### config.mk
export PLATFORM = sky130hd
export DESIGN_NAME = tlm_front_flat
export DESIGN_NICKNAME = d
export VERILOG_FILES = /design/src/hdl/tlm_pkg.sv /design/src/hdl/tlm_item_if.sv /design/src/hdl/tlm_front.sv /design/src/flat_wrapper.sv
export SDC_FILE = /design/constraint.sdc
export NUM_CORES = 1
export LEC_CHECK = 0
export ABC_AREA = 1
export BUFFER_PORTS_ARGS = -buffer_cell sky130_fd_sc_hd__clkbuf_2
export CAP_MARGIN = 30
export CORE_UTILIZATION = 45
export DETAILED_ROUTE_END_ITERATION = 12
export GPL_ROUTABILITY_DRIVEN = 0
export PLACE_DENSITY = 0.7
export SYNTH_ARGS = -nofsm -noshare
export SYNTH_HDL_FRONTEND = slang
export SYNTH_SLANG_ARGS = --single-unit
### constraint.sdc
create_clock -name clk -period 2.66 [get_ports clk]
set_clock_uncertainty 0.05 [all_clocks]
set_input_delay 0.133 -clock clk [delete_from_list [all_inputs] [get_ports clk]]
set_output_delay 0.133 -clock clk [all_outputs]
set_load 0.05 [all_outputs]
### src/hdl/tlm_pkg.sv
// ----------------------------------------------------------------------------
// tlm_pkg
// Shared types and constants of the two-list median engine.
// ----------------------------------------------------------------------------
package tlm_pkg;

  localparam int VALUE_W  = 32;
  localparam int MEDIAN_W = 33;
  localparam int MEAN_W   = 34;
  localparam int STATUS_W = 2;

  localparam logic [STATUS_W-1:0] STATUS_OK      = 2'd0;
  localparam logic [STATUS_W-1:0] STATUS_EMPTY   = 2'd1;
  localparam logic [STATUS_W-1:0] STATUS_DROPPED = 2'd2;

  typedef struct packed {
    logic signed [VALUE_W-1:0] element_value;
    logic                      list_select;
    logic                      last_item;
  } item_t;

endpackage

### src/hdl/tlm_item_if.sv
// ----------------------------------------------------------------------------
// tlm_item_if
// Input channel: one element with its list tag and end-of-set mark.
// ----------------------------------------------------------------------------
interface tlm_item_if import tlm_pkg::*; ();
  logic                      valid;
  logic                      ready;
  logic signed [VALUE_W-1:0] element_value;
  logic                      list_select;
  logic                      last_item;

  modport source (output valid, element_value, list_select, last_item, input ready);
  modport sink (input valid, element_value, list_select, last_item, output ready);
endinterface

### src/hdl/tlm_front.sv
// ----------------------------------------------------------------------------
// tlm_front
// Accepts input transfers into a two-entry queue that feeds the sorter.
// ----------------------------------------------------------------------------
module tlm_front import tlm_pkg::*; (
  input  logic       clk,
  input  logic       rst,
  tlm_item_if.sink   items,
  output logic       q_valid,
  output item_t      q_item,
  input  logic       q_ready
);

  item_t       slot [2];
  logic        wr_ptr;
  logic        rd_ptr;
  logic [1:0]  fill;
  logic        push;
  logic        pop;

  assign items.ready = (fill != 2'd2);
  assign push        = items.valid && items.ready;
  assign q_valid     = (fill != 2'd0);
  assign pop         = q_valid && q_ready;
  assign q_item      = slot[rd_ptr];

  always_ff @(posedge clk) begin
    if (push) begin
      slot[wr_ptr] <= '{element_value: items.element_value,
                         list_select:   items.list_select,
                         last_item:     items.last_item};
    end
  end

  always_ff @(posedge clk) begin
    if (rst) begin
      wr_ptr <= 1'b0;
      rd_ptr <= 1'b0;
      fill   <= 2'd0;
    end else begin
      if (push) begin
        wr_ptr <= ~wr_ptr;
      end
      if (pop) begin
        rd_ptr <= ~rd_ptr;
      end
      if (push && !pop) begin
        fill <= fill + 2'd1;
      end else if (pop && !push) begin
        fill <= fill - 2'd1;
      end
    end
  end

endmodule

### src/flat_wrapper.sv
// flat-port wrapper written by rule: the top's interface ports become plain ports
module tlm_front_flat import tlm_pkg::*;
  (clk, rst, q_valid, q_item, q_ready, items_valid, items_element_value, items_list_select, items_last_item, items_ready);
  tlm_item_if items_i ();
  input  logic clk;
  input  logic rst;
  output logic q_valid;
  output item_t q_item;
  input  logic q_ready;
  input wire logic [$bits(items_i.valid)-1:0] items_valid;
  input wire logic [$bits(items_i.element_value)-1:0] items_element_value;
  input wire logic [$bits(items_i.list_select)-1:0] items_list_select;
  input wire logic [$bits(items_i.last_item)-1:0] items_last_item;
  output wire logic [$bits(items_i.ready)-1:0] items_ready;
  assign items_i.valid = items_valid;
  assign items_i.element_value = items_element_value;
  assign items_i.list_select = items_list_select;
  assign items_i.last_item = items_last_item;
  assign items_ready = items_i.ready;
  tlm_front u_core (.clk(clk), .rst(rst), .items(items_i), .q_valid(q_valid), .q_item(q_item), .q_ready(q_ready));
endmodule
==> impl_metrics.csv <==
group,metric,value,unit
status,status,"complete, no violations",
synth,synth_top_family_by_area,"multiplexers",
drt,vias,1558,
drt,wl_per_cell,13.78,microns
cts,post-cts-setup-buffer-count,0,
timing,slew_headroom,0.6043,
drt,drt-total-wl,4.629,mm
synth,synthAdderAreaFrac,0.004394,
synth,postSynthCellCount,143,
worst_setup_path,r2r.worst_path.cells,5,
worst_setup_path,reg2reg_slack,1.01,ns
drt,routed_via_density,4.637,
grt,antenna_found_initial,0,
worst_setup_path,crit_family,"buffers and inverters",
synth,synth.area.mux_share,0.1740,
cts,clock_latency,0.33,ns
cts,cts-root-buf,"clkbuf_8",
synth,synth.avg_cell_area,19.91,sq um
power,power_density,938.6,nW/um^2
worst_setup_path,crit_fanout,34,
timing,setup_violations,0,
floorplanning,die_area,6650,sq um
timing,rsz0062_at_grt,"no",
synth,synth_seq_area_share,0.7522,
worst_setup_path,worstPathArrival,1.79,ns
cts,htreeDepth,3,
layout,drive_above_1_share,0.4713,
worst_setup_path,cp-start-kind,"flip-flop",
worst_setup_path,cp_slowest_stage_delay,0.49,ns
layout,fillers,442,
worst_setup_path,crit_buf_inv,2,
grt,grt_pass1_vias,1532,
drt,first_pass_iters,4,
flow_run,cap_violations,0,
floorplanning,die-height,81.55,microns
timing,worst_slack,0.6904,ns
timing,hold_viol,0,
grt,grt_start_max_net_pins,35,
synth,ys_ff_latch,73,
worst_hold_path,hold_depth,4,
timing,min_period,1.970,ns
floorplanning,die_width,81.55,microns
floorplanning,floorplan.rows,28,
place,pre_cts_ws,1.017,ns
cts,cts_hold_buf,34,
cts,clkSlewWorstSetupHoldPaths,0.06,ns
drt,ant_nets,0,
drt,drtIter0Drc,60,
layout,final_cell_mix,"73 x clkbuf_2, 68 x edfxtp_1, 34 x dlygate4sd3_1",
timing,slew_viol_final,0,
layout,multi_input_area,619.3,sq um
synth,synth_compound_area_frac,0.007030,
floorplanning,core,6026,sq um
timing,worstMarginPinSlew,0.5936,ns
worst_setup_path,slowest_stage,"buf_4",
drt,drc,0,
power,total_power,3.544,mW
cts,cts_tree,"yes",
worst_setup_path,rr_startpoint,"u_core.fill[0]",
worst_setup_path,worstSetupEndpointType,"output pin",
grt,grt_pass1_wl,6.789,mm
layout,antenna_cells,0,
synth,synth_simple_gate_area_share,0.02680,
synth,ys_warn_count,0,
place,port-buffer-count,73,
place,place_inst,290,
worst_setup_path,required,2.48,ns
grt,grt_use_total,0.1506,
synth,synth_area,2848,sq um
cts,cts_sinks,73,
power,peakVddDrop,0.6013,mV
timing,period_share,0.7405,
layout,seq_area,2143,sq um
layout,fin_area,3776,sq um
synth,synth_xor_area_frac,0,
place,post-dp-hpwl,3.031,mm
layout,layout.nets,299,
worst_hold_path,worstHoldStart,"rst",
floorplanning,io-pin-count,74,
place,place_area,3299,sq um
power,leakage,1.538,nW
worst_setup_path,critical_path_class,"flip-flop to output pin",
cts,cts_resized,0,
worst_setup_path,path_cells,"buf_4 > mux2_2 > clkbuf_2",
layout,layout.cells.non_filler,336,
timing,timing.fmax,0.5077,GHz
synth,synthDistinctLibCells,14,
layout,layout_commonest_cell,"clkbuf_2",
worst_hold_path,hold_class,"primary input to flip-flop",
layout,area_growth,32.60,%
floorplanning,start_util,0.4726,
synth,synth.net_count,182,
grt,grt_overflow,0,
worst_setup_path,cp.depth,3,
cts,cts_made_buffers,9,
cts,cts.path.max_buffers,2,
==> final timing paths <==
check,end
max reg2reg,u_core.slot[1][9]
max,q_item[33]
min,u_core.fill[1]
min reg2reg,u_core.rd_ptr
==> cell type report <==
cell class	count	share of cell area
flip-flops and latches	73	0.5676
repair buffers	110	0.1995
multi-input cells	58	0.1640
clock buffers	9	0.03280
well taps	75	0.02485
inverters	8	0.007952
clock inverters	3	0.003313
==> flip-flops by register name, indices dropped and copies added, names as in the netlist, named ones only <==
| name | cells |
|---|---|
| u_core.fill | 2 |
| u_core.rd_ptr | 1 |
| u_core.slot | 68 |
| u_core.wr_ptr | 1 |
==> where the power goes <==
| group | internal [mW] | switching [mW] |
|---|---|---|
| logic | 0.453 | 0.948 |
| clock network | 0.309 | 0.332 |
| registers | 1.45 | 0.0487 |
| total | 2.22 | 1.33 |
==> synthesized netlist by cell type <==
| master | count | share of area |
|---|---|---|
| dfxtp_1 | 5 | 0.035 |
| buf_6 | 1 | 0.0040 |
| inv_1 | 8 | 0.011 |
| mux2_2 | 4 | 0.016 |
| edfxtp_1 | 68 | 0.72 |
| nand4_1 | 1 | 0.0022 |
| o21ai_0 | 2 | 0.0035 |
| a21oi_1 | 2 | 0.0035 |
| ha_1 | 1 | 0.0044 |
| nand2_1 | 9 | 0.012 |
| mux2_4 | 30 | 0.16 |
| buf_12 | 3 | 0.021 |
| nand3_1 | 2 | 0.0035 |
| nor2_1 | 7 | 0.0092 |
==> metrics by stage <==
stage / hold WS [ns] / util / setup TNS (ns)
floorplan: 0.1819 / - / -13.38
global placement: 0.2726 / 0.5476 / 0
detailed placement: 0.2763 / 0.5476 / 0
CTS: 0.01484 / 0.6267 / 0
global route: 0.05409 / 0.6267 / 0
finish: 0.03521 / 0.6267 / 0
==> per-layer routing <==
layer,vias up,global-route usage,part of all wire,wire length (microns)
met5,-,0,0,0
met4,0,0.1036,0.033,154
met3,13,0.05222,0.045,209
met2,49,0.2575,0.53,2475
met1,731,0.1541,0.39,1789
li1,765,-,-,-
==> tightest hold or removal path, stage by stage <==
cell	delay, ns
clkbuf_2	0.07
inv_1	0.06
nand2_1	0.07
nor2_1	0.03
==> cells by family after synthesis <==
logic type | Yosys count
simple gates | 19
mux | 34
fa+ha+maj | 1
buf+inv | 12
flops | 73
compound gates | 4
(Power assumes the default switching activity.)
